<file path="config.mk">
export PLATFORM = sky130hd
export DESIGN_NAME = lowpan_iphc_header_compress
export DESIGN_NICKNAME = d
export VERILOG_FILES = /design/src/rtl/iphc_pkg.sv /design/src/rtl/iphc_front.sv /design/src/rtl/iphc_queue.sv /design/src/rtl/iphc_back.sv /design/src/rtl/lowpan_iphc_header_compress.sv
export SDC_FILE = /design/constraint.sdc
export NUM_CORES = 1
export LEC_CHECK = 0
export BUFFER_PORTS_ARGS = -buffer_cell sky130_fd_sc_hd__buf_4
export CAP_MARGIN = 20
export CORE_MARGIN = 2
export CORE_UTILIZATION = 35
export CTS_CLUSTER_DIAMETER = 40
export CTS_CLUSTER_SIZE = 16
export DETAILED_ROUTE_END_ITERATION = 8
export GPL_TIMING_DRIVEN = 0
export PLACE_DENSITY = 0.63
export SETUP_SLACK_MARGIN = 0.3
export SYNTH_ARGS = -nofsm -noshare
export SYNTH_HDL_FRONTEND = slang
export SYNTH_HIERARCHICAL = 1
export SYNTH_SLANG_ARGS = --single-unit
</file>
<file path="constraint.sdc">
create_clock -name clk -period 12.85 [get_ports clk]
set_input_delay 0.6425 -clock clk [delete_from_list [all_inputs] [get_ports clk]]
set_output_delay 0.6425 -clock clk [all_outputs]
set_load 0.02 [all_outputs]
</file>
<file path="src/rtl/iphc_pkg.sv">
// ----------------------------------------------------------------------------
// IPHC header compression package
// Shared types, segment codes and header constants for the IPHC compressor.
// ----------------------------------------------------------------------------
package iphc_pkg;

  // Depth of the queue between the classifier and the byte serializer.
  localparam int QUEUE_DEPTH_DEFAULT = 2;

  // Header constants.
  localparam logic [2:0]  IPHC_DISPATCH     = 3'b011;
  localparam logic [7:0]  PROTO_UDP         = 8'd17;
  localparam logic [7:0]  HOPS_LEFT_1       = 8'd1;
  localparam logic [7:0]  HOPS_LEFT_64      = 8'd64;
  localparam logic [7:0]  HOPS_LEFT_255     = 8'd255;
  localparam logic [63:0] LINK_LOCAL_PREFIX = 64'hFE80_0000_0000_0000;
  localparam logic [63:0] MCAST_LL_PREFIX   = 64'hFF02_0000_0000_0000;
  localparam logic [63:0] UL_FLIP           = 64'h0200_0000_0000_0000;
  localparam logic [63:0] SHORT_IID_MASK    = 64'hFFFF_FFFF_FFFF_0000;
  localparam logic [63:0] SHORT_IID_PATTERN = 64'h0000_00FF_FE00_0000;
  localparam logic [7:0]  MCAST_FIRST_BYTE  = 8'hFF;

  // Traffic class / flow label codes.
  localparam logic [1:0] TF_FULL     = 2'b00;
  localparam logic [1:0] TF_FL_ONLY  = 2'b01;
  localparam logic [1:0] TF_TC_ONLY  = 2'b10;
  localparam logic [1:0] TF_ELIDED   = 2'b11;

  // Hop limit codes.
  localparam logic [1:0] HLIM_INLINE = 2'b00;
  localparam logic [1:0] HLIM_1      = 2'b01;
  localparam logic [1:0] HLIM_64     = 2'b10;
  localparam logic [1:0] HLIM_255    = 2'b11;

  // Address mode codes (SAM and DAM share them).
  localparam logic [1:0] AM_INLINE_128 = 2'b00;
  localparam logic [1:0] AM_INLINE_64  = 2'b01;
  localparam logic [1:0] AM_INLINE_16  = 2'b10;
  localparam logic [1:0] AM_ELIDED     = 2'b11;

  // Segments of the compressed header, in wire order.
  typedef enum logic [2:0] {
    SEG_IPHC0,
    SEG_IPHC1,
    SEG_TF,
    SEG_NH,
    SEG_HL,
    SEG_SRC,
    SEG_DST
  } seg_t;

  localparam int NUM_SEGS = 7;

  // One classified header: IPHC words plus each inline segment,
  // left aligned, with its byte count.
  typedef struct packed {
    logic [7:0]   iphc0;
    logic [7:0]   iphc1;
    logic [31:0]  tf_word;
    logic [2:0]   tf_count;
    logic [7:0]   next_header;
    logic         nh_count;
    logic [7:0]   hops_left;
    logic         hl_count;
    logic [127:0] src_word;
    logic [4:0]   src_count;
    logic [127:0] dst_word;
    logic [4:0]   dst_count;
  } iphc_desc_t;

endpackage

</file>
<file path="src/rtl/iphc_front.sv">
// ----------------------------------------------------------------------------
// IPHC classifier
// Accepts one IPv6 header request, picks the TF, NH, HLIM, SAM and DAM
// encodings and registers a descriptor of the inline segments.
// ----------------------------------------------------------------------------
module iphc_front
  import iphc_pkg::*;
(
  input  logic         clk,
  input  logic         rst,
  input  logic         in_valid,
  output logic         in_ready,
  input  logic [7:0]   traffic_class,
  input  logic [19:0]  flow_label,
  input  logic [7:0]   next_header,
  input  logic [7:0]   hops_left,
  input  logic [63:0]  source_prefix,
  input  logic [63:0]  source_iid,
  input  logic [63:0]  dest_prefix,
  input  logic [63:0]  dest_iid,
  input  logic [63:0]  source_link_address,
  input  logic [63:0]  dest_link_address,
  output logic         desc_valid,
  input  logic         desc_ready,
  output iphc_desc_t   desc
);

  iphc_desc_t desc_next;
  logic [1:0] tf_code;
  logic       nh_bit;
  logic [1:0] hlim_code;
  logic       sac;
  logic [1:0] sam;
  logic       mcast;
  logic [1:0] dam;
  logic [7:0] ecn_dscp;

  // The stage takes a new request whenever its register is free or drains.
  assign in_ready = !desc_valid || desc_ready;

  // Classify the header and lay out each inline segment.
  always_comb begin
    desc_next = '0;
    ecn_dscp  = {traffic_class[1:0], traffic_class[7:2]};

    // Traffic class and flow label.
    if (flow_label == 20'd0) begin
      if (traffic_class == 8'd0) begin
        tf_code = TF_ELIDED;
      end else begin
        tf_code             = TF_TC_ONLY;
        desc_next.tf_word   = {ecn_dscp, 24'd0};
        desc_next.tf_count  = 3'd1;
      end
    end else if (traffic_class == 8'd0) begin
      tf_code            = TF_FL_ONLY;
      desc_next.tf_word  = {4'd0, flow_label, 8'd0};
      desc_next.tf_count = 3'd3;
    end else begin
      tf_code            = TF_FULL;
      desc_next.tf_word  = {ecn_dscp, 4'd0, flow_label};
      desc_next.tf_count = 3'd4;
    end

    // Next header: UDP is only flagged.
    desc_next.next_header = next_header;
    nh_bit                = (next_header == PROTO_UDP);
    desc_next.nh_count    = !nh_bit;

    // Hop limit.
    desc_next.hops_left = hops_left;
    desc_next.hl_count  = 1'b0;
    if (hops_left == HOPS_LEFT_1) begin
      hlim_code = HLIM_1;
    end else if (hops_left == HOPS_LEFT_64) begin
      hlim_code = HLIM_64;
    end else if (hops_left == HOPS_LEFT_255) begin
      hlim_code = HLIM_255;
    end else begin
      hlim_code          = HLIM_INLINE;
      desc_next.hl_count = 1'b1;
    end

    // Source address.
    sac = 1'b0;
    if (source_prefix == 64'd0 && source_iid == 64'd0) begin
      sac = 1'b1;
      sam = AM_INLINE_128;
    end else if (source_prefix == LINK_LOCAL_PREFIX) begin
      if (source_iid == (source_link_address ^ UL_FLIP)) begin
        sam = AM_ELIDED;
      end else if ((source_iid & SHORT_IID_MASK) == SHORT_IID_PATTERN) begin
        sam                 = AM_INLINE_16;
        desc_next.src_word  = {source_iid[15:0], 112'd0};
        desc_next.src_count = 5'd2;
      end else begin
        sam                 = AM_INLINE_64;
        desc_next.src_word  = {source_iid, 64'd0};
        desc_next.src_count = 5'd8;
      end
    end else begin
      sam                 = AM_INLINE_128;
      desc_next.src_word  = {source_prefix, source_iid};
      desc_next.src_count = 5'd16;
    end

    // Destination address.
    mcast = 1'b0;
    if (dest_prefix[63:56] == MCAST_FIRST_BYTE) begin
      mcast = 1'b1;
      if (dest_prefix == MCAST_LL_PREFIX && dest_iid[63:8] == 56'd0) begin
        dam                 = AM_ELIDED;
        desc_next.dst_word  = {dest_iid[7:0], 120'd0};
        desc_next.dst_count = 5'd1;
      end else if (dest_prefix[47:0] == 48'd0 && dest_iid[63:24] == 40'd0) begin
        dam                 = AM_INLINE_16;
        desc_next.dst_word  = {dest_prefix[55:48], dest_iid[23:0], 96'd0};
        desc_next.dst_count = 5'd4;
      end else if (dest_prefix[47:0] == 48'd0 && dest_iid[63:40] == 24'd0) begin
        dam                 = AM_INLINE_64;
        desc_next.dst_word  = {dest_prefix[55:48], dest_iid[39:0], 80'd0};
        desc_next.dst_count = 5'd6;
      end else begin
        dam                 = AM_INLINE_128;
        desc_next.dst_word  = {dest_prefix, dest_iid};
        desc_next.dst_count = 5'd16;
      end
    end else if (dest_prefix == LINK_LOCAL_PREFIX) begin
      if (dest_iid == (dest_link_address ^ UL_FLIP)) begin
        dam = AM_ELIDED;
      end else if ((dest_iid & SHORT_IID_MASK) == SHORT_IID_PATTERN) begin
        dam                 = AM_INLINE_16;
        desc_next.dst_word  = {dest_iid[15:0], 112'd0};
        desc_next.dst_count = 5'd2;
      end else begin
        dam                 = AM_INLINE_64;
        desc_next.dst_word  = {dest_iid, 64'd0};
        desc_next.dst_count = 5'd8;
      end
    end else begin
      dam                 = AM_INLINE_128;
      desc_next.dst_word  = {dest_prefix, dest_iid};
      desc_next.dst_count = 5'd16;
    end

    desc_next.iphc0 = {IPHC_DISPATCH, tf_code, nh_bit, hlim_code};
    desc_next.iphc1 = {1'b0, sac, sam, mcast, 1'b0, dam};
  end

  // Descriptor register; only its valid flag is reset.
  always_ff @(posedge clk) begin
    if (rst) begin
      desc_valid <= 1'b0;
    end else if (in_ready) begin
      desc_valid <= in_valid;
    end
  end

  always_ff @(posedge clk) begin
    if (in_ready && in_valid) begin
      desc <= desc_next;
    end
  end

endmodule

</file>
<file path="src/rtl/iphc_queue.sv">
// ----------------------------------------------------------------------------
// IPHC descriptor queue
// A small FIFO that lets the classifier run ahead of the byte serializer.
// ----------------------------------------------------------------------------
module iphc_queue
  import iphc_pkg::*;
#(
  parameter int DEPTH = QUEUE_DEPTH_DEFAULT
) (
  input  logic       clk,
  input  logic       rst,
  input  logic       push_valid,
  output logic       push_ready,
  input  iphc_desc_t push_desc,
  output logic       head_valid,
  input  logic       pop,
  output iphc_desc_t head_desc
);

  localparam int PW = (DEPTH > 1) ? $clog2(DEPTH) : 1;
  localparam int CW = $clog2(DEPTH + 1);
  localparam logic [PW-1:0] LAST_PTR = PW'(DEPTH - 1);
  localparam logic [CW-1:0] FULL_CNT = CW'(DEPTH);

  iphc_desc_t    mem [DEPTH];
  logic [PW-1:0] wr_ptr;
  logic [PW-1:0] rd_ptr;
  logic [CW-1:0] count;
  logic          push;

  assign push_ready = (count != FULL_CNT);
  assign head_valid = (count != '0);
  assign push       = push_valid && push_ready;
  assign head_desc  = mem[rd_ptr];

  // Storage.
  always_ff @(posedge clk) begin
    if (push) begin
      mem[wr_ptr] <= push_desc;
    end
  end

  // Pointers and fill count.
  always_ff @(posedge clk) begin
    if (rst) begin
      wr_ptr <= '0;
      rd_ptr <= '0;
      count  <= '0;
    end else begin
      if (push) begin
        wr_ptr <= (wr_ptr == LAST_PTR) ? '0 : wr_ptr + 1'b1;
      end
      if (pop) begin
        rd_ptr <= (rd_ptr == LAST_PTR) ? '0 : rd_ptr + 1'b1;
      end
      if (push && !pop) begin
        count <= count + 1'b1;
      end else if (pop && !push) begin
        count <= count - 1'b1;
      end
    end
  end

endmodule

</file>
<file path="src/rtl/iphc_back.sv">
// ----------------------------------------------------------------------------
// IPHC byte serializer
// Walks the head descriptor's segments, one header byte per cycle unless
// out_ready stalls the output register; empty segments skip without a gap.
// ----------------------------------------------------------------------------
module iphc_back
  import iphc_pkg::*;
(
  input  logic       clk,
  input  logic       rst,
  input  logic       head_valid,
  input  iphc_desc_t head_desc,
  output logic       pop,
  output logic       out_valid,
  input  logic       out_ready,
  output logic [7:0] header_byte,
  output logic       last_byte
);

  seg_t          seg;
  seg_t          seg_next;
  logic [3:0]    idx;
  logic [3:0]    idx_next;
  logic          advance;
  logic [4:0]    seg_len;
  logic [NUM_SEGS-1:0] nonempty;
  logic          seg_done;
  logic          more_after;
  seg_t          later_seg;
  logic [7:0]    byte_sel;

  // Byte count of a segment of a descriptor.
  function automatic logic [4:0] seg_count(input iphc_desc_t d, input seg_t s);
    logic [4:0] n;
    unique case (s)
      SEG_IPHC0: n = 5'd1;
      SEG_IPHC1: n = 5'd1;
      SEG_TF:    n = {2'b00, d.tf_count};
      SEG_NH:    n = {4'd0, d.nh_count};
      SEG_HL:    n = {4'd0, d.hl_count};
      SEG_SRC:   n = d.src_count;
      SEG_DST:   n = d.dst_count;
      default:   n = 5'd0;
    endcase
    return n;
  endfunction

  // A byte moves whenever a descriptor waits and the output register is free.
  assign advance = head_valid && (!out_valid || out_ready);

  // Segment bookkeeping: length of the current one, the next nonempty one.
  always_comb begin
    for (int s = 0; s < NUM_SEGS; s++) begin
      nonempty[s] = (seg_count(head_desc, seg_t'(3'(s))) != 5'd0);
    end
    seg_len    = seg_count(head_desc, seg);
    seg_done   = ({1'b0, idx} + 5'd1) == seg_len;
    more_after = 1'b0;
    later_seg  = SEG_IPHC0;
    for (int s = NUM_SEGS - 1; s >= 0; s--) begin
      if (3'(s) > seg && nonempty[s]) begin
        more_after = 1'b1;
        later_seg  = seg_t'(3'(s));
      end
    end
  end

  // Next segment and byte position.
  always_comb begin
    seg_next = seg;
    idx_next = idx;
    if (advance) begin
      if (!seg_done) begin
        idx_next = idx + 4'd1;
      end else if (more_after) begin
        seg_next = later_seg;
        idx_next = 4'd0;
      end else begin
        seg_next = SEG_IPHC0;
        idx_next = 4'd0;
      end
    end
  end

  // Byte selection and release of a finished descriptor.
  always_comb begin
    unique case (seg)
      SEG_IPHC0: byte_sel = head_desc.iphc0;
      SEG_IPHC1: byte_sel = head_desc.iphc1;
      SEG_TF:    byte_sel = head_desc.tf_word[{~idx[1:0], 3'b000} +: 8];
      SEG_NH:    byte_sel = head_desc.next_header;
      SEG_HL:    byte_sel = head_desc.hops_left;
      SEG_SRC:   byte_sel = head_desc.src_word[{~idx, 3'b000} +: 8];
      SEG_DST:   byte_sel = head_desc.dst_word[{~idx, 3'b000} +: 8];
      default:   byte_sel = 8'h00;
    endcase
    pop = advance && seg_done && !more_after;
  end

  // Position registers.
  always_ff @(posedge clk) begin
    if (rst) begin
      seg <= SEG_IPHC0;
      idx <= 4'd0;
    end else begin
      seg <= seg_next;
      idx <= idx_next;
    end
  end

  // Output register.
  always_ff @(posedge clk) begin
    if (rst) begin
      out_valid <= 1'b0;
    end else if (advance) begin
      out_valid <= 1'b1;
    end else if (out_ready) begin
      out_valid <= 1'b0;
    end
  end

  always_ff @(posedge clk) begin
    if (advance) begin
      header_byte <= byte_sel;
      last_byte   <= seg_done && !more_after;
    end
  end

endmodule

</file>
<file path="src/rtl/lowpan_iphc_header_compress.sv">
// ----------------------------------------------------------------------------
// 6LoWPAN IPHC header compressor
// Path: a request passes the classifier register, the queue and the output
// register. Throughput: one byte per cycle while out_ready is high; a header
// is 2 to 40 bytes long, sent on the serializer's single output byte lane.
// Reset: synchronous, clears the classifier stage, the queue and the output.
// ----------------------------------------------------------------------------
module lowpan_iphc_header_compress
  import iphc_pkg::*;
#(
  parameter int QUEUE_DEPTH = QUEUE_DEPTH_DEFAULT
) (
  input  logic        clk,
  input  logic        rst,
  input  logic        in_valid,
  output logic        in_ready,
  input  logic [7:0]  traffic_class,
  input  logic [19:0] flow_label,
  input  logic [7:0]  next_header,
  input  logic [7:0]  hops_left,
  input  logic [63:0] source_prefix,
  input  logic [63:0] source_iid,
  input  logic [63:0] dest_prefix,
  input  logic [63:0] dest_iid,
  input  logic [63:0] source_link_address,
  input  logic [63:0] dest_link_address,
  output logic        out_valid,
  input  logic        out_ready,
  output logic [7:0]  header_byte,
  output logic        last_byte
);

  iphc_desc_t front_desc;
  logic       front_valid;
  logic       front_ready;
  iphc_desc_t head_desc;
  logic       head_valid;
  logic       head_pop;

  // Classifier.
  iphc_front u_front (
    .clk                 (clk),
    .rst                 (rst),
    .in_valid            (in_valid),
    .in_ready            (in_ready),
    .traffic_class       (traffic_class),
    .flow_label          (flow_label),
    .next_header         (next_header),
    .hops_left           (hops_left),
    .source_prefix       (source_prefix),
    .source_iid          (source_iid),
    .dest_prefix         (dest_prefix),
    .dest_iid            (dest_iid),
    .source_link_address (source_link_address),
    .dest_link_address   (dest_link_address),
    .desc_valid          (front_valid),
    .desc_ready          (front_ready),
    .desc                (front_desc)
  );

  // Descriptor queue.
  iphc_queue #(
    .DEPTH (QUEUE_DEPTH)
  ) u_queue (
    .clk        (clk),
    .rst        (rst),
    .push_valid (front_valid),
    .push_ready (front_ready),
    .push_desc  (front_desc),
    .head_valid (head_valid),
    .pop        (head_pop),
    .head_desc  (head_desc)
  );

  // Byte serializer.
  iphc_back u_back (
    .clk         (clk),
    .rst         (rst),
    .head_valid  (head_valid),
    .head_desc   (head_desc),
    .pop         (head_pop),
    .out_valid   (out_valid),
    .out_ready   (out_ready),
    .header_byte (header_byte),
    .last_byte   (last_byte)
  );

endmodule
</file>
Word-level counts from Yosys, hierarchy flattened
Memory sizes are Yosys's and may differ from the RTL's. A register that Yosys moved wholly into a read port is not among the register bits.
Cells that the tools add are included.
{"block": "totals", "regBits": 352, "mem_bits_rw": 660, "inputBits": 432, "output_inout_bits": 11, "wordCells": 169, "mem_count": 1}
{"block": "op_classes", "addsub": 6, "order_cmp": 7, "eq_ne": 20, "shift": 3, "n_mux": 58, "n_bitwise": 5, "reduce_logical": 45}
{"memory": "u_queue.mem", "depth": 2, "width": 330, "read_ports": 1, "rd_clocked_by_memory_dff": 1, "wr": 1, "line": "iphc_queue.sv:25", "rtl": "iphc_desc_t mem [DEPTH];"}
{"operator": "$mux 133", "count": 10}
{"operator": "$shiftx 128x8->8", "count": 2}
{"operator": "$eq 64x64->1 const B", "count": 3}
{"operator": "$eq 64x64->1", "count": 2}
{"operator": "$logic_not 64->1", "count": 2}
{"operator": "$mux 35", "count": 3}
{"operator": "$eq 48x24->1 const B", "count": 2}
{"operator": "$logic_not 56->1", "count": 1}
{"operator": "$pmux 8 s7", "count": 1}
{"operator": "$logic_not 48->1", "count": 1}
{"operator": "$logic_not 40->1", "count": 1}
{"operator": "$shiftx 32x6->8", "count": 1}
{"operator": "$pmux 5 s6", "count": 1}
{"operator": "$mux 2", "count": 13}
{"operator": "$logic_not 24->1", "count": 1}
{"operator": "$mux 3", "count": 8}
{"operator": "$mux 1", "count": 21}
{"operator": "$logic_not 20->1", "count": 1}
{"operator": "$logic_and 1x1->1", "count": 17}
{"operator": "$eq 8x8->1 const B", "count": 2}
{"operator": "$reduce_bool 5->1", "count": 3}
{"operator": "$eq 3x3->1 const B", "count": 3}
{"operator": "$gt 3x3->1 const A", "count": 3}
{"operator": "$eq 8x1->1 const B", "count": 1}
{"operator": "other kinds (25)", "count": 41}

Longest topological paths before layout
Gate-level depths: netlist of the first run.
{"block": "logic_depth", "word_depth": 14, "depth_mapped": 16, "depth_no_buf": 13}

Modules after synthesis
The synthesis of the first run kept the hierarchy.
{"module": "iphc_queue", "n_inst": 1, "cells_each": 1066, "area_per_inst_um2": 24970.2, "seq_area_each_um2": 20219.4}
{"module": "iphc_front", "n_inst": 1, "cells_each": 1184, "area_per_inst_um2": 15561.2, "seq_area_each_um2": 9869.5}
{"module": "iphc_back", "n_inst": 1, "cells_each": 315, "area_per_inst_um2": 3613.5, "seq_area_each_um2": 430.4}

Worst setup path after synthesis of the first run
No wires, ideal clock.
{"block": "synth_timing", "path_type": "flip-flop to flip-flop", "from": "register u_queue.count[0]", "to": "register u_front/desc[0] (netlist bit), enable pin", "setup_ns": 0.731, "arrival_ns": 8.274, "required_ns": 12.119, "setup_slack_ns": 3.845, "path_stages_with_launch": 4, "n_path_buf": 0, "period_less_slack_ns": 9.005, "cell_sequence": "dfxtp_1 nand2b_1 nand2b_1 and2_1"}
{"block": "synth_between", "elab_chain_len": 3}
{"element": "start: declaration", "line": "iphc_queue.sv:28", "rtl": "logic [CW-1:0] count;"}
{"element": "start signal: assignment", "line": "iphc_queue.sv:57", "rtl": "count <= count + 1'b1;"}
{"element": "start signal: assignment", "line": "iphc_queue.sv:59", "rtl": "count <= count - 1'b1;"}
{"element": "$ne 2x2->1", "line": "iphc_queue.sv:31", "rtl": "assign push_ready = (count != FULL_CNT);"}
{"element": "via front_ready", "line": "lowpan_iphc_header_compress.sv:35", "rtl": "logic front_ready;"}
{"element": "$logic_or 1x1->1", "line": "iphc_front.sv:39", "rtl": "assign in_ready = !desc_valid || desc_ready;"}
{"element": "via in_ready", "line": "lowpan_iphc_header_compress.sv:16", "rtl": "output logic in_ready,"}
{"element": "$logic_and 1x1->1", "line": "iphc_front.sv:160", "rtl": "if (in_ready && in_valid) begin"}
{"element": "end signal: assignment", "line": "iphc_front.sv:161", "rtl": "desc <= desc_next;"}
{"element": "end: declaration", "line": "iphc_front.sv:25", "rtl": "output iphc_desc_t desc"}
The timed path passes the listed nets, and every way through them passes these cells.
A chain may end at the register's enable or synchronous reset.

==> metrics.md, run 1 <==
| Metric | Value |
|---|---|
| Initial Utilization | `0.3520` |
| Area growth, synth to finish | `22.67%` |
| Worst hold slack | `0.1194 ns` |
| Antenna violations before repair | `10` |
| Die Wd | `359.1 um` |
| Netlist Area Pre-Place | `around 0.044 mm^2` |
| Die Span Y | `around 360 um` |
| Endpoints failing setup | `0` |
| CP Class | `flip-flop to flip-flop` |
| Hold Path Class | `input port to flip-flop` |
| DRT iter0 DRCs | `between 3k and 4k` |
| Hold path cells | `1` |
| Max-slew headroom at the worst pin | `0.2668` |
| Synth top area cells | `edfxtp_1, mux2_4, mux2_2, mux4_2, nor4_1` |
| Crit. End Element | `flip-flop` |
| Worst Path Required | `around 14 ns` |
| # IOs | `around 440` |
| Hold wc startpoint | `next_header[7]` |
| Post-CTS Repair Setup Buffers | `0` |
| Site Rows | `130` |
| Synth Area per Inst | `about 17 um^2` |
| Met3 WL | `approximately 14 mm` |
| Routed Antenna Nets | `0` |
| Crit Path Max Fanout | `10` |
| Routed len/inst | `slightly above 30 um` |
| # nets final | `about 3.6k` |
| Crit-path cells | `buf_2 -> buf_2 -> mux2_2 -> or4_1 -> nor2_1 -> o21ai_0 -> o31a_1 -> o21ai_0 -> nand2b_1 -> nor2_1 -> inv_1 -> ha_1 -> or3_1 -> a21oi_1` |
| RSZ-0062 raised after global routing | `no` |
| Root buffer cell | `clkbuf_16` |
| DIE AREA | `about 0.13 mm^2` |
| Fmax achieved | `0.2239 GHz` |
| Flop-to-flop setup slack | `roughly 8.4 ns` |
| Buf/Inv on CP | `3` |
| Final WL | `~150 mm` |
| Core Util, Final | `0.4318` |
| Met2 wire len | `between 60 and 70 mm` |
| GRT Util Overall | `0.2234` |
| PnR Total Power | `between 8 and 9 mW` |
| First-pass DRT Iterations | `5` |
| Endpoint, Worst Hold | `u_front/desc[283]` |
| Period Utilization, post-route | `0.3476` |
| Top delay family on crit path | `simple AND/OR/NAND/NOR gates` |
| Highest Signal Layer | `met5` |
| Synth area leader | `edfxtp_1` |
| Synth cell count leaders | `edfxtp_1, mux2_2, mux2_4, nor4_1, and2_1` |
| CTS Buffer Depth | `3` |
| Tmin final | `approximately 4.5 ns` |
| MaxCap Viol Count | `0` |
| P_leak | `around 19 nW` |
| Placer Congestion | `slightly above 0.9` |
| Biggest cell delay along the critical path | `0.61 ns` |
| Final HPWL DP | `about 110 mm` |
| Resized cells post-CTS | `0` |
| Clk_lat worst skew | `roughly 0.72 ns` |
| Hold Buf Count CTS | `0` |
| Placed cells | `between 4k and 5k` |
| Largest net degree at the start of global routing | `about 110` |
| Slowest stage cell, crit path | `or4_1` |
| Vias in the first global route | `approximately 27k` |
| P per Cell Area | `149.1 mW/mm^2` |
| EDFF count, synth | `about 1.0k` |
| Share of the synthesized area in the top cell type | `0.6850` |
| Synth async-reset ratio | `0` |
| Reg-to-Reg End | `u_queue/count[1]` |
| Met1 wire length | `slightly above 60 mm` |
| Synth warn | `6` |
| Layout Cells excl Fill | `a little under 5k` |
| R2R cell count | `14` |
| Port bufs | `approximately 440` |
| Status | `finished, final reports clean` |
| Setup TNS | `0 ns` |
| Flops & latches, synth | `1021` |
| Routed vias/inst | `5.524` |
| Most numerous cell in the Yosys netlist | `edfxtp_1` |
| H-tree Lvls | `3` |
| Via Count | `27.03k` |
| Synth cell types | `72` |
| Final Hold Vio Count | `0` |
| Skew final | `0.06894 ns` |
| Remaining Overflow, GRT | `0` |
| Core Area | `0.1254 mm^2` |
| Count of pins over their slew limit | `0` |
| CTS tree | `built` |
| Layout cell share with drive strength beyond 1 | `0.3779` |
| Synth Instances | `approximately 2.6k` |
| VDD IR max | `0.1149 mV` |
| Clock slew at reported path FFs | `0.06 ns` |
| Startpoint types | `flip-flop` |
| Actual slew at the worst max-slew pin | `between 1 and 1.5 ns` |
| CTS Buf Count | `114` |
| Clock Sinks | `1021` |
| Critical Path AT | `between 5 and 6 ns` |
| First-pass GRT wire length | `between 200 and 250 mm` |
| Sequential element share of the synthesized area | `0.6913` |
| Most used flip-flop cell after synthesis | `edfxtp_1` |
| Post-route DRC | `0` |
[state kept, by name, summed over array words and instances, names as in the netlist, named ones only]
register            flops
u_front/desc_valid      1
u_front/desc          328
u_back/header_byte      8
u_queue/count           2
u_back/out_valid        1
u_back/seg              3
u_queue/rd_ptr          1
u_queue/wr_ptr          1
u_back/idx              4
u_queue/mem           670
u_back/last_byte        1
[worst max-delay path by stage]
stage | endpoint | cells past startpoint | slack, ns | start
3_3_place_gp | u_queue/mem[1][208] | 2 | -1.36 | u_queue/count[0]
3_5_place_dp | u_queue/count[1] | 14 | 8.47 | flip-flop
5_1_grt | u_queue/count[1] | 14 | 8.17 | flip-flop
4_1_cts | u_queue/count[1] | 14 | 8.42 | flip-flop
6_report | u_queue/count[1] | 14 | 8.38 | flip-flop
2_1_floorplan | u_front/desc[0] | 3 | 3.85 | u_queue/count[0]
[layout by cell type, fill, tap and decap left out, types with 15 or more instances in the layout]
cell type | netlist | routed
a21o_1 | 69 | 69
a21oi_1 | 58 | 58
a22oi_1 | 16 | 16
a31o_2 | 31 | 31
and2_1 | 84 | 83
and3_1 | 66 | 65
buf_2 | 44 | 46
buf_4 | 11 | 449
buf_6 | 21 | 22
bufinv_16 | 0 | 16
clkbuf_1 | 52 | 57
clkbuf_16 | 0 | 115
clkinv_8 | 0 | 15
edfxtp_1 | 1007 | 1007
inv_1 | 23 | 22
inv_6 | 0 | 17
mux2_2 | 190 | 190
mux2_4 | 151 | 151
mux2i_1 | 27 | 27
mux4_2 | 80 | 80
nand2_1 | 76 | 76
nand4_1 | 48 | 48
nor2_1 | 43 | 43
nor4_1 | 103 | 103
o21ai_0 | 44 | 44
xnor2_1 | 67 | 67
xor2_1 | 68 | 68
[worst register-to-register path, stage by stage, from the launching register on]
cell	delay [ns]
dfxtp_1	0.33
buf_2	0.48
buf_2	0.47
mux2_2	0.45
or4_1	0.61
nor2_1	0.24
o21ai_0	0.14
o31a_1	0.13
o21ai_0	0.23
nand2b_1	0.11
nor2_1	0.29
inv_1	0.09
ha_1	0.34
or3_1	0.36
a21oi_1	0.14
[per-layer routing]
metal | up-vias | global-route usage
li1 | 11390 | -
met1 | 13791 | 0.3079
met2 | 1596 | 0.3449
met3 | 252 | 0.04738
met4 | 4 | 0.08886
met5 | - | 0
[cell type report]
cell class	count	area (um^2)
inverter	24	97.59
timing repair buffer	456	3715
multi-input combinational	1390	12800
antenna	2	5.005
clock inverter	96	1292
sequential	1021	30520
fill	11062	71260
tap	1650	2064
buffer	135	762.0
clock buffer	120	2897
[cells by family after synthesis]
| logic type | after synthesis | share of synthesized area |
|---|---|---|
| mux | 449 | 0.1470 |
| buf+inv | 159 | 0.01930 |
| xor+xnor | 135 | 0.02678 |
| flops | 1021 | 0.6913 |
| compound gates | 306 | 0.04957 |
| fa+ha+maj | 5 | 0.001361 |
| other cells | 2 | 0.0001701 |
| simple gates | 488 | 0.06445 |
[stage by stage]
| step | setup WS [ns] | instance area, um^2 |
|---|---|---|
| CTS | 8.424 | 54140 |
| global placement | -1.362 | 49520 |
| detailed placement | 8.466 | 49950 |
| finish | 8.383 | 54150 |
| floorplan | 3.845 | 44160 |
| global route | 8.174 | 54150 |
[power by group]
| part | switching, mW | internal, mW | total [mW] |
|---|---|---|---|
| clock | 1.47 | 2.03 | 3.51 |
| sequential | 0.0605 | 3.85 | 3.91 |
| combinational | 0.389 | 0.268 | 0.658 |
Power figures use the tool's default switching activity.
==> run 2, diff against run 1 <==
ABC_AREA = 1   (was default)
PLACE_DENSITY = 0.65   (was 0.63)
clock period = 3.6 ns   (was 12.85 ns; I/O delays follow)
==> run 2 against run 1 <==
  * Count of clock-buffer cells in the layout increased by 5
  * Utilization increased by 2.8 points
  * Via count increased by 36%
  * Sequential power grew to 3.6 times the previous value
  * Die area grew 8.0%
  * Critical path depth did not move
  * Flip-flop and latch count unchanged
  * Register-to-register slack worse by 8.0 ns
  * Design area increased by 15%
  * Cell count rose by 44%
  * Global-route usage up 3.1 points
  * Non-clock buffer count increased by 453
  * Critical endpoint unchanged
==> metrics.md, run 2 <==
| Metric | Value |
|---|---|
| Status | `finished, final reports clean` |
| Startpoint types | `flip-flop` |
| Vias in the first global route | `36.32k (+36%)` |
| Final WL | `182.5 mm (+23%)` |
| CP Class | `flip-flop to flip-flop` |
| Clock Sinks | `1021 (unchanged)` |
| Skew final | `0.03580 ns (-0.03314 ns)` |
| Most frequent CP cell | `inv_1` |
| FF/Latch Area | `0.03052 mm^2 (about the same)` |
| Routed vias/inst | `5.221 (-5.5%)` |
| Netlist Area Pre-Place | `0.04770 mm^2 (+8.1%)` |
| Synth top area cells | `edfxtp_1, nand2_1, mux2_4, mux2_2, nand3_1` |
| Max reg flops | `670 (unchanged)` |
| Most used flip-flop cell after synthesis | `edfxtp_1` |
| Slowest stage cell, crit path | `buf_1` |
| Endpoints failing setup | `0 (unchanged)` |
| Share of the synthesized area in the top cell type | `0.6339 (-0.05106)` |
| Setup ws final | `0.3408 ns (-8.042 ns)` |
| # nets final | `5617 (+57%)` |
| H-tree Lvls | `3 (unchanged)` |
| Via Count | `36.89k (+36%)` |
| Antenna violations before repair | `9 (-1)` |
| Area growth, synth to finish | `30.43%` |
| P per Cell Area | `509.0 mW/mm^2 (+240%)` |
| Clock slew at reported path FFs | `0.06 ns (about the same)` |
| EDFF count, synth | `1007 (unchanged)` |
| Synth Area per Inst | `11.38 um^2 (-34%)` |
| GRT Util Overall | `0.2544 (+0.03098)` |
| Most numerous cell in the Yosys netlist | `edfxtp_1` |
| Crit. Startpoint | `u_back/idx[0]` |
| Synth warn | `6 (unchanged)` |
| DRT iter0 DRCs | `4306 (+23%)` |
| RSZ-0062 raised after global routing | `no` |
| Top flop regs | `u_queue/mem (670), u_front/desc (328), u_back/header_byte (8)` |
| RR Startpoint | `u_back/idx[0]` |
| Clk_lat worst skew | `0.73 ns (about the same)` |
| Synth Instances | `4193 (+63%)` |
| Final HPWL DP | `140.3 mm (+25%)` |
| Biggest cell delay along the critical path | `0.65 ns (+0.04 ns)` |
| Synth cell count leaders | `edfxtp_1, nand2_1, nor2_1, nand3_1, inv_1` |
| Tmin final | `3.259 ns (-1.208 ns)` |
| Most common cell after layout, fill and taps aside | `edfxtp_1` |
| Final Hold Vio Count | `0 (unchanged)` |
| Max-slew headroom at the worst pin | `0.3555 (+0.08871)` |
| CP endpoint | `u_queue/count[1]` |
| Placed cells | `6457 (+38%)` |
| Synth area leader | `edfxtp_1` |
| Largest Register | `u_queue/mem` |
| Sequential element share of the synthesized area | `0.6398 (-0.05154)` |
| Remaining Overflow, GRT | `0 (unchanged)` |
| Flop-to-flop setup slack | `0.34 ns (-8.04 ns)` |
| CTS tree | `built` |
| Routed Antenna Nets | `0 (unchanged)` |
| Crit-path cells | `inv_1 -> clkbuf_1 -> buf_1 -> nand2_1 -> nand2_1 -> nand4_1 -> nor2_4 -> inv_1 -> ha_1 -> inv_1 -> nand3_1 -> nand2_1 -> inv_1 -> nor2_1` |
| Crit Path Max Fanout | `10 (unchanged)` |
| Period Utilization, post-route | `0.9053 (+0.5577)` |
| Hold Path Class | `input port to flip-flop` |
| Die Span Y | `373.2 um (+3.9%)` |
| # IOs | `443 (unchanged)` |
| CTS Buffer Depth | `3 (unchanged)` |
| P_leak | `24.54 nW (+28%)` |
| Flops & latches, synth | `1021 (unchanged)` |
| Placer Congestion | `0.9785 (+6.7%)` |
| Routed len/inst | `25.83 um (-15%)` |
| Synth cell types | `48 (-33%)` |
| DIE AREA | `0.1393 mm^2 (+8.0%)` |
| First-pass GRT wire length | `254.7 mm (+25%)` |
| Core Area | `0.1353 mm^2 (+7.9%)` |
| Worst Path Required | `4.26 ns (-9.24 ns)` |
| Crit. End Element | `flip-flop` |
| Site Rows | `135 (+3.8%)` |
| Fmax achieved | `0.3068 GHz (+37%)` |
| FILL cells | `12.22k (+10%)` |
| Port bufs | `441 (+0.68%)` |
| Root buffer cell | `clkbuf_16` |
| Most frequent cells in the layout | `edfxtp_1, nand2_1, buf_4` |
| Critical Path AT | `3.91 ns (-1.20 ns)` |
| R2R cell count | `14 (unchanged)` |
| Actual slew at the worst max-slew pin | `0.9667 ns (-0.1257 ns)` |
| Layout Cells excl Fill | `7066 (+44%)` |
| Die Wd | `373.2 um (+3.9%)` |
| Post-route DRC | `0 (unchanged)` |
| Final Instance Area | `0.06222 mm^2 (+15%)` |
| MaxCap Viol Count | `0 (unchanged)` |
| Layout cell share with drive strength beyond 1 | `0.2317 (-0.1462)` |
| First-pass DRT Iterations | `6 (+1)` |
| CTS Buf Count | `119 (+4.4%)` |
| Post-Place Cell Area | `0.05406 mm^2 (+8.2%)` |
| Initial Utilization | `0.3526 (+0.0005489)` |
| Area of the multi-input gates | `0.01473 mm^2 (+15%)` |
| Count of pins over their slew limit | `0 (unchanged)` |
| Largest net degree at the start of global routing | `33 (-69%)` |
| Reg-to-Reg End | `u_queue/count[1]` |
| VDD IR max | `0.3945 mV (+240%)` |
| Pre-CTS setup slack | `0.2813 ns (-8.185 ns)` |
| Synth async-reset ratio | `0 (unchanged)` |
[run 2: cell types whose count changed after synthesis, sizes merged, moves of 80 or more]
| cell | before | now |
|---|---|---|
| and2 | 84 | 1 |
| inv | 23 | 376 |
| mux4 | 80 | 0 |
| nand2 | 76 | 984 |
| nand3 | 9 | 353 |
| nor2 | 43 | 435 |
| nor4 | 107 | 19 |
[run 2: worst min-delay path by stage]
| stage | start | end | slack (ns) | depth (start not counted) |
|---|---|---|---|---|
| after floorplan | rst | u_front/desc_valid | 0.24 | 1 |
| after global placement | next_header[0] | u_front/desc[276] | 0.37 | 1 |
| after detailed placement | next_header[0] | u_front/desc[276] | 0.37 | 1 |
| after CTS | source_iid[41] | u_front/desc[179] | 0.001 | 3 |
| after global routing | source_iid[41] | u_front/desc[179] | 0.004 | 3 |
| final | source_iid[41] | u_front/desc[179] | 0.03 | 3 |
[run 2: kinds of logic (layout without fill, tap and decap cells)]
group           after synthesis  after routing  synth area share
simple gates               2037           2037            0.1849
flops                      1021           1021            0.6398
buf+inv                     568           1653           0.05267
mux                         335            335           0.09089
compound gates              161            161           0.01857
xor+xnor                     65             65           0.01193
fa+ha+maj                     4              4          0.001049
other cells                   2              9         0.0001574
[run 2: worst max-delay path: cells and delay by family, from the launching register on]
family / cells / cell delay (ns)
adder cells (fa/ha/maj): 1 / 0.33
flip-flops: 1 / 0.37
AND/OR/NAND/NOR: 7 / 0.89
buffers and inverters: 6 / 1.61
[run 2: final cells by class]
cell class,count,share of cell area
flip-flops and latches,1021,0.4906
multi-input cells,2609,0.2367
repair buffers,862,0.1273
clock buffers,125,0.04925
well taps,1781,0.03582
inverters,386,0.02329
clock inverters,98,0.01969
plain buffers,182,0.01723
diodes,2,0.00008044
[run 2: what timing repair did]
item	4_1_cts	5_1_grt
hold buffers	383	0
pin swaps	0	2
cloned	0	0
buffers inserted	0	1
gates resized for setup	1	5
hold endpoints to repair	311	0
setup endpoints to repair	2	2
[run 2: per-layer routing]
metal / vias up / global-route usage / share of wire
met5: - / 0 / 0.00036
met4: 12 / 0.07854 / 0.033
met3: 365 / 0.04382 / 0.079
met2: 1874 / 0.4293 / 0.48
met1: 18139 / 0.3335 / 0.40
li1: 16503 / - / -
[run 2: where the power goes]
group          leakage, nW  switching (mW)  internal [mW]
Combinational         12.9            3.11           1.72
Clock                 2.07            5.42           7.40
Sequential            9.54           0.243           13.8
[run 2: through the flow]
| stage | utilization | total power, mW | TNS [ns] | hold WS, ns |
|---|---|---|---|---|
| finish | 0.4599 | 31.67 | 0 | 0.03443 |
| detailed placement | 0.3996 | 18.64 | 0 | 0.3702 |
| global placement | 0.3939 | 18.63 | -5620.87 | 0.3701 |
| floorplan | - | 16.50 | -2490.96 | 0.2417 |
| CTS | 0.4596 | 31.75 | 0 | 0.001281 |
| global route | 0.4599 | 32.66 | 0 | 0.004345 |
